`src/hw/rtl/thumb16_instruction_decoder_defines.svh`:
```
// assertion macros for the thumb16 decoder rtl
`ifndef THUMB16_INSTRUCTION_DECODER_DEFINES_SVH
`define THUMB16_INSTRUCTION_DECODER_DEFINES_SVH

// condition that must hold at every clock edge out of reset
`define T16_ASSERT_ALWAYS(label, cond, msg) \
  label: assert property (@(posedge clk) disable iff (!rst_n) (cond)) else $error(msg);

// consequent that must hold in the same cycle as the antecedent
`define T16_ASSERT_IMPLY(label, ante, cons, msg) \
  label: assert property (@(posedge clk) disable iff (!rst_n) (ante) |-> (cons)) \
    else $error(msg);

// consequent that must hold in the cycle after the antecedent
`define T16_ASSERT_NEXT(label, ante, cons, msg) \
  label: assert property (@(posedge clk) disable iff (!rst_n) (ante) |=> (cons)) \
    else $error(msg);

`endif

```
`src/hw/rtl/t16dec_pkg.sv`:
```
// shared types and operation codes for the thumb16 decoder
`timescale 1ns / 1ps
`default_nettype none

package t16dec_pkg;

  typedef logic [6:0]  op_t;
  typedef logic [15:0] hw_t;

  typedef struct packed {
    op_t  operation;
    logic wide_prefix;
    logic unpredictable;
    logic ignored;
  } res_t;

  localparam op_t OP_MOV_REG_T2  = 7'd0;
  localparam op_t OP_LSL_IMM     = 7'd1;
  localparam op_t OP_LSR_IMM     = 7'd2;
  localparam op_t OP_ASR_IMM     = 7'd3;
  localparam op_t OP_ADD_REG_T1  = 7'd4;
  localparam op_t OP_MOV_IMM     = 7'd8;
  localparam op_t OP_CMP_IMM     = 7'd9;
  localparam op_t OP_ADD_IMM8    = 7'd10;
  localparam op_t OP_SUB_IMM8    = 7'd11;
  localparam op_t OP_AND         = 7'd12;
  localparam op_t OP_ADD_REG_T2  = 7'd28;
  localparam op_t OP_CMP_REG_T2  = 7'd29;
  localparam op_t OP_MOV_REG_T1  = 7'd30;
  localparam op_t OP_BX          = 7'd31;
  localparam op_t OP_BLX         = 7'd32;
  localparam op_t OP_LDR_LIT     = 7'd33;
  localparam op_t OP_STR_REG     = 7'd34;
  localparam op_t OP_STR_IMM     = 7'd42;
  localparam op_t OP_STRB_IMM    = 7'd44;
  localparam op_t OP_STRH_IMM    = 7'd46;
  localparam op_t OP_STR_SP      = 7'd48;
  localparam op_t OP_ADR         = 7'd50;
  localparam op_t OP_ADD_RD_SP   = 7'd51;
  localparam op_t OP_ADD_SP      = 7'd52;
  localparam op_t OP_SUB_SP      = 7'd53;
  localparam op_t OP_CBZ         = 7'd54;
  localparam op_t OP_SXTH        = 7'd55;
  localparam op_t OP_PUSH        = 7'd59;
  localparam op_t OP_CPS         = 7'd60;
  localparam op_t OP_REV         = 7'd61;
  localparam op_t OP_REV16       = 7'd62;
  localparam op_t OP_REVSH       = 7'd63;
  localparam op_t OP_POP         = 7'd64;
  localparam op_t OP_BKPT        = 7'd65;
  localparam op_t OP_NOP         = 7'd66;
  localparam op_t OP_IT          = 7'd71;
  localparam op_t OP_STM         = 7'd72;
  localparam op_t OP_LDM         = 7'd73;
  localparam op_t OP_UDF         = 7'd74;
  localparam op_t OP_SVC         = 7'd75;
  localparam op_t OP_B_COND      = 7'd76;
  localparam op_t OP_B           = 7'd77;
  localparam op_t OP_HINT_UNALLOC = 7'd78;
  localparam op_t OP_NONE        = 7'd79;

  localparam logic [4:0] WIDE_PFX_A   = 5'b11101;
  localparam logic [4:0] WIDE_PFX_B   = 5'b11110;
  localparam logic [4:0] WIDE_PFX_C   = 5'b11111;
  localparam logic [6:0] MISC_CPS     = 7'b0110011;
  localparam logic [3:0] COND_UDF     = 4'b1110;
  localparam logic [3:0] COND_SVC     = 4'b1111;
  localparam logic [3:0] HINT_LAST    = 4'd4;

endpackage

`default_nettype wire

```
`src/hw/rtl/thumb16_instruction_decoder.sv`:
```
// thumb16 decoder top level: input register, decode, result register
//
// input channel: in_valid, in_halfword, in_stall; a request moves when
// in_valid is high and in_stall is low. result channel: out_valid,
// out_operation, out_wide_prefix, out_unpredictable, out_ignored and
// out_stall, with the same rule.
// path: a request accepted into the input register is decoded from it and
// lands in the result register when that register advances; out_valid then
// rises, and the result is taken while out_stall is low.
// throughput: one request per cycle while out_stall stays low; the decode
// is a short priority chain of field compares between the two registers.
// when the receiver stalls, the result register holds and the input
// register keeps taking requests until both stages are full; only then is
// in_stall raised, combinationally from out_stall.
// reset clears both stage valid bits; no request is pending after reset.
`timescale 1ns / 1ps
`default_nettype none

module thumb16_instruction_decoder (
  input  logic             clk,
  input  logic             rst_n,
  input  logic             in_valid,
  input  t16dec_pkg::hw_t  in_halfword,
  output logic             in_stall,
  output logic             out_valid,
  output t16dec_pkg::op_t  out_operation,
  output logic             out_wide_prefix,
  output logic             out_unpredictable,
  output logic             out_ignored,
  input  logic             out_stall
);
  import t16dec_pkg::*;

  `include "thumb16_instruction_decoder_defines.svh"

  logic s1_v_r, s1_v_nxt;
  logic s2_v_r, s2_v_nxt;
  hw_t  s1_hw_r;
  res_t s2_res_r;
  res_t dec_res;
  logic s2_adv;
  logic s1_adv;
  logic in_acc;

  t16dec_decode u_decode (
    .halfword (s1_hw_r),
    .result   (dec_res)
  );

  assign s2_adv   = !s2_v_r || !out_stall;
  assign s1_adv   = !s1_v_r || s2_adv;
  assign in_stall = !s1_adv;
  assign in_acc   = in_valid && s1_adv;

  assign s1_v_nxt = s1_adv ? in_valid : s1_v_r;
  assign s2_v_nxt = s2_adv ? s1_v_r : s2_v_r;

  always_ff @(posedge clk) begin
    if (!rst_n) begin
      s1_v_r <= 1'b0;
      s2_v_r <= 1'b0;
    end else begin
      s1_v_r <= s1_v_nxt;
      s2_v_r <= s2_v_nxt;
    end
  end

  always_ff @(posedge clk) begin
    if (in_acc) begin
      s1_hw_r <= in_halfword;
    end
    if (s2_adv && s1_v_r) begin
      s2_res_r <= dec_res;
    end
  end

  assign out_valid         = s2_v_r;
  assign out_operation     = s2_res_r.operation;
  assign out_wide_prefix   = s2_res_r.wide_prefix;
  assign out_unpredictable = s2_res_r.unpredictable;
  assign out_ignored       = s2_res_r.ignored;

  `T16_ASSERT_IMPLY(a_stall_full, in_stall, s1_v_r && s2_v_r && out_stall,
                    "stall while not full")
  `T16_ASSERT_IMPLY(a_wide_alone, out_valid && out_wide_prefix,
                    out_operation == OP_NONE && !out_unpredictable && !out_ignored,
                    "wide prefix with other result")
  `T16_ASSERT_IMPLY(a_ign_ops, out_valid && out_ignored,
                    out_operation == OP_BKPT || out_operation == OP_HINT_UNALLOC,
                    "ignored flag on wrong operation")
  `T16_ASSERT_IMPLY(a_unp_none, out_valid && out_unpredictable, out_operation == OP_NONE,
                    "unpredictable with decoded operation")
  `T16_ASSERT_NEXT(a_s1_moves, s1_v_r && !out_stall, s2_v_r, "decoded request lost")
  `T16_ASSERT_ALWAYS(a_op_range, !out_valid || out_operation <= OP_NONE,
                     "operation out of range")

endmodule

`default_nettype wire

```
`src/hw/rtl/t16dec_decode.sv`:
```
// combinational decode of one thumb halfword into operation and flags
`timescale 1ns / 1ps
`default_nettype none

module t16dec_decode (
  input  t16dec_pkg::hw_t  halfword,
  output t16dec_pkg::res_t result
);
  import t16dec_pkg::*;

  logic [5:0] top;
  logic [4:0] t5;
  logic [4:0] sa_op;
  logic [3:0] sp_op;
  logic [3:0] ls_a;
  logic [2:0] ls_b;
  logic [6:0] m;
  logic [3:0] hint;
  logic [3:0] cond;

  assign top   = halfword[15:10];
  assign t5    = halfword[15:11];
  assign sa_op = halfword[13:9];
  assign sp_op = halfword[9:6];
  assign ls_a  = halfword[15:12];
  assign ls_b  = halfword[11:9];
  assign m     = halfword[11:5];
  assign hint  = halfword[7:4];
  assign cond  = halfword[11:8];

  always_comb begin
    result.operation     = OP_NONE;
    result.wide_prefix   = 1'b0;
    result.unpredictable = 1'b0;
    result.ignored       = 1'b0;
    if (t5 == WIDE_PFX_A || t5 == WIDE_PFX_B || t5 == WIDE_PFX_C) begin
      result.wide_prefix = 1'b1;
    end else if (top[5:4] == 2'b00) begin
      // shift, add, subtract, move, compare
      case (sa_op[4:2])
        3'd0: result.operation = (halfword[10:6] == 5'd0) ? OP_MOV_REG_T2 : OP_LSL_IMM;
        3'd1: result.operation = OP_LSR_IMM;
        3'd2: result.operation = OP_ASR_IMM;
        3'd3: result.operation = OP_ADD_REG_T1 + {5'd0, sa_op[1:0]};
        3'd4: result.operation = OP_MOV_IMM;
        3'd5: result.operation = OP_CMP_IMM;
        3'd6: result.operation = OP_ADD_IMM8;
        default: result.operation = OP_SUB_IMM8;
      endcase
    end else if (top == 6'b010000) begin
      result.operation = OP_AND + {3'd0, sp_op};
    end else if (top == 6'b010001) begin
      // special data and branch exchange
      if (sp_op[3:2] == 2'd0) begin
        result.operation = OP_ADD_REG_T2;
      end else if (sp_op == 4'd4) begin
        result.unpredictable = 1'b1;
      end else if (sp_op[3:2] == 2'd1) begin
        result.operation = OP_CMP_REG_T2;
      end else if (sp_op[3:2] == 2'd2) begin
        result.operation = OP_MOV_REG_T1;
      end else if (sp_op[3:1] == 3'd6) begin
        result.operation = OP_BX;
      end else begin
        result.operation = OP_BLX;
      end
    end else if (t5 == 5'b01001) begin
      result.operation = OP_LDR_LIT;
    end else if (top[5:2] == 4'b0101 || top[5:3] == 3'b011 || top[5:3] == 3'b100) begin
      // load and store single
      case (ls_a)
        4'd5: result.operation = OP_STR_REG + {4'd0, ls_b};
        4'd6: result.operation = OP_STR_IMM + {6'd0, ls_b[2]};
        4'd7: result.operation = OP_STRB_IMM + {6'd0, ls_b[2]};
        4'd8: result.operation = OP_STRH_IMM + {6'd0, ls_b[2]};
        default: result.operation = OP_STR_SP + {6'd0, ls_b[2]};
      endcase
    end else if (t5 == 5'b10100) begin
      result.operation = OP_ADR;
    end else if (t5 == 5'b10101) begin
      result.operation = OP_ADD_RD_SP;
    end else if (top[5:2] == 4'b1011) begin
      // miscellaneous
      if (m[6:2] == 5'd0) begin
        result.operation = OP_ADD_SP;
      end else if (m[6:2] == 5'd1) begin
        result.operation = OP_SUB_SP;
      end else if (m[6:3] inside {4'd1, 4'd3, 4'd9, 4'd11}) begin
        result.operation = OP_CBZ;
      end else if (m[6:3] == 4'd2) begin
        result.operation = OP_SXTH + {5'd0, m[2:1]};
      end else if (m[6:4] == 3'd2) begin
        result.operation = OP_PUSH;
      end else if (m == MISC_CPS) begin
        result.operation = OP_CPS;
      end else if (m[6:1] == 6'h28) begin
        result.operation = OP_REV;
      end else if (m[6:1] == 6'h29) begin
        result.operation = OP_REV16;
      end else if (m[6:1] == 6'h2B) begin
        result.operation = OP_REVSH;
      end else if (m[6:4] == 3'd6) begin
        result.operation = OP_POP;
      end else if (m[6:3] == 4'd14) begin
        result.operation = OP_BKPT;
        result.ignored   = 1'b1;
      end else if (m[6:3] == 4'd15) begin
        // if-then and hints
        if (halfword[3:0] != 4'd0) begin
          result.operation = OP_IT;
        end else if (hint <= HINT_LAST) begin
          result.operation = OP_NOP + {3'd0, hint};
        end else begin
          result.operation = OP_HINT_UNALLOC;
          result.ignored   = 1'b1;
        end
      end else begin
        result.unpredictable = 1'b1;
      end
    end else if (t5 == 5'b11000) begin
      result.operation = OP_STM;
    end else if (t5 == 5'b11001) begin
      result.operation = OP_LDM;
    end else if (top[5:2] == 4'b1101) begin
      case (cond)
        COND_UDF: result.operation = OP_UDF;
        COND_SVC: result.operation = OP_SVC;
        default:  result.operation = OP_B_COND;
      endcase
    end else begin
      result.operation = OP_B;
    end
  end

endmodule

`default_nettype wire

```
`config.mk`:
```
export PLATFORM = sky130hd
export DESIGN_NAME = thumb16_instruction_decoder
export DESIGN_NICKNAME = d
export VERILOG_FILES = /design/src/hw/rtl/t16dec_pkg.sv /design/src/hw/rtl/thumb16_instruction_decoder.sv /design/src/hw/rtl/t16dec_decode.sv
export VERILOG_INCLUDE_DIRS = /design/src /design/src/hw/rtl
export SDC_FILE = /design/constraint.sdc
export NUM_CORES = 1
export LEC_CHECK = 0
export BUFFER_PORTS_ARGS = -buffer_cell sky130_fd_sc_hd__buf_2
export CAP_MARGIN = 15
export CORE_MARGIN = 8
export CORE_UTILIZATION = 35
export DETAILED_ROUTE_END_ITERATION = 8
export GPL_TIMING_DRIVEN = 0
export SYNTH_ARGS = -nofsm -noshare
export SYNTH_HDL_FRONTEND = slang
export SYNTH_SLANG_ARGS = --single-unit
```
`constraint.sdc`:
```
create_clock -name clk -period 3.04 [get_ports clk]
set_input_delay 0.608 -clock clk [delete_from_list [all_inputs] [get_ports clk]]
set_output_delay 0.608 -clock clk [all_outputs]
set_load 0.01 [all_outputs]
```
==> summary.md <==
| Metric | Value |
|---|---|
| Die area | 0.00858 mm² |
| Crit-path max FO | 10 |
| HP Class | in -> reg |
| Skew-Pair Late Insertion Delay | 0.27 ns |
| Vias | 1,854 |
| Fill count | 583 |
| Sequential share of the synthesized area | 0.400 |
| Initial antenna violation count | 0 |
| Remaining antenna violation count | 0 |
| Avg WL per Cell | 15.3 µm |
| Layout cells sized above 1 | 0.208 |
| Drt initial violations | 243 |
| Crit-path cells | buf_2 > inv_2 > ha_1 > buf_2 > and3_1 > o21ai_1 > a211oi_1 > o41ai_1 > a211oi_1 > o21ai_1 |
| Setup WS pre-CTS | 0.405 ns |
| Post-synthesis cell count | 224 |
| Max Slew Vio Count | 0 |
| Slew headroom | 0.460 |
| Worst-margin pin slew | 0.806 ns |
| N_diodes | 0 |
| Overall Power | 852 µW |
| DRT Wirelength | 5110 µm |
| P&R area growth vs syn | 14.7% |
| CP startpoint kind | flop |
| P per Cell Area | 362 mW/mm² |
| Global-route wire length before repair | 8420 µm |
| Achievable Freq | 0.372 GHz |
| Final period util | 0.884 |
| Setup-failing EPs final | 0 |
| Reg clk slew, reported paths | 0.09 ns |
| Syn nets | 257 |
| Congestion Overflow GR | 0 |
| Lkg Pwr | 0.000929 µW |
| Predominant post-synthesis flop cell | edfxtp_1 |
| Number of synthesized flops with an enable pin | 26 |
| Status | finished, final reports clean |
| Seq cells post-synth | 28 |
| Hpwl dp | 4000 µm |
| Clk buf depth | 2 |
| Post-CTS Setup Bufs | 0 |
| Largest net degree at the start of global routing | 17 |
| Fin nets | 294 |
| Die width | 92.6 µm |
| Mapped Area | 0.00205 mm² |
| Number of hold buffers added after cts | 0 |
| Crit. End Element | flop |
| Ports | 32 |
| Critical path class | reg -> reg |
| Number of global-route vias before repair | 1,705 |
| Asr flop ratio synth | 0 |
| CTS sink cnt | 28 |
| Final hold vios | 0 |
| Core area | 0.00578 mm² |
| Max-cap viol count | 0 |
| DRC viols | 0 |
| CTS tree | built |
| Num rows | 28 |
| Initial Util | 0.355 |
| Multi-input gate area | 0.00115 mm² |
| Ys Warns | 0 |
| Root Driver | clkbuf_8 |
| H-tree levels | 1 |
| Slowest stage delay, CP | 0.54 ns |
| Final WS setup | 0.352 ns |
| Clock Skew | 0.00451 ns |
| CP arrival | 2.71 ns |
| Minimum clock period | 2.69 ns |
| Hold slack | 0.505 ns |
| Die span in y | 92.6 µm |
| Storage cell area | 821 µm² |
| Setup tns final | 0 ns |
| Total track usage | 0.120 |
| DR pass1 iterations | 5 |
| Resize count post-CTS | 0 |
| CP Data Required Time | 3.06 ns |
| Port bufs | 31 |
| DR vias/cell | 5.53 |
| Worst vdd ir | 0.000205 V |
| Num CTS Buffers | 3 |
| RD Place Congestion | 0.915 |
| Netlist cell types | 49 |
| Setup repair after global routing missed its margin | false |
| Crit-path slowest cell | edfxtp_1 |
| Mapped Avg Cell Area | 9.17 µm² |
## cells in the mapped netlist, types with 7 or more instances
| cell | n | area, µm² |
|---|---|---|
| a31oi_1 | 7 | 43.8 |
| nand2_1 | 18 | 67.6 |
| nor2_1 | 22 | 82.6 |
| o21ai_0 | 10 | 50.1 |
| nor2b_1 | 8 | 50.1 |
| inv_1 | 8 | 30.0 |
| and3_1 | 8 | 50.1 |
| buf_2 | 7 | 35.0 |
| a21oi_1 | 17 | 85.1 |
| nand3_1 | 11 | 55.1 |
| nor3_1 | 7 | 35.0 |
| ha_1 | 13 | 163 |
| edfxtp_1 | 26 | 781 |
## logic make-up (layout without fill, tap and decap cells)
family,Yosys count,after routing,share of synthesized area
AO/OA/AOI/OAI,73,73,0.250
XOR/XNOR,2,2,0.00853
adder cells (fa/ha/maj),13,13,0.0792
buffers and inverters,21,57,0.0432
flip-flops,28,28,0.400
multiplexers,1,1,0.00548
AND/OR/NAND/NOR,86,86,0.214
## layout make-up
| cell class | count | area share |
|---|---|---|
| multi-input cells | 175 | 0.487 |
| flip-flops and latches | 28 | 0.348 |
| repair buffers | 32 | 0.0680 |
| well taps | 75 | 0.0398 |
| plain buffers | 12 | 0.0234 |
| clock buffers | 4 | 0.0191 |
| inverters | 9 | 0.0143 |
## metal layers
metal | wire (µm) | share of wire | global-route usage
met5 | 0 | 0 | 0
met4 | 93 | 0.018 | 0.0456
met3 | 452 | 0.088 | 0.0291
met2 | 2270 | 0.44 | 0.173
met1 | 2300 | 0.45 | 0.169
## worst paths after layout
kind,startpoint,endpoint,slack (ns),depth (start not counted)
worst max-delay path,s1_hw_r[11],out_operation[1],0.35,10
worst min-delay path,in_halfword[9],s1_hw_r[9],0.50,1
worst max register to register,s1_hw_r[11],out_operation[1],0.35,10
worst min register to register,s1_v_r,out_valid,0.52,2
## worst max-delay path: cells and delay by family, from the launching register on
kind                       cells  cell delay (ns)
AOI/OAI and AO/OA              5             0.93
buffers and inverters          3             0.62
DFF                            1             0.54
and+or+nand+nor                1             0.21
adders and majority gates      1             0.15
## state kept, by name, indices dropped and copies added, names as in the netlist
signal and cells:
out_valid 1, out_wide_prefix 1, out_unpredictable 1, out_ignored 1, s1_v_r 1, out_operation 7, s1_hw_r 16
## through the flow
step / cell area (µm²) / instances / utilization
6_report: 2360 / 335 / 0.408
5_1_grt: 2360 / 335 / 0.408
4_1_cts: 2360 / 335 / 0.408
3_5_place_dp: 2310 / 331 / 0.400
3_3_place_gp: 2300 / 330 / 0.398
2_1_floorplan: 2050 / 224 / -
## cell usage in the layout, fill, tap and decap left out, types with 7 or more instances in the layout
master,n
nand3_1,11
buf_2,39
nor2b_1,7
nor3_1,7
a21oi_1,17
o21ai_0,10
a31oi_1,7
nor2_1,22
inv_1,8
edfxtp_1,26
and3_1,8
nand2_1,18
ha_1,13
## power breakdown
part / switching, µW / leakage (µW) / internal (µW)
registers: 18.5 / 0.000265 / 448
clock network: 111 / 0.0000228 / 93.8
logic: 109 / 0.000641 / 71.3
total: 239 / 0.000929 / 613
No activity file was read; power rests on OpenSTA's default activity.
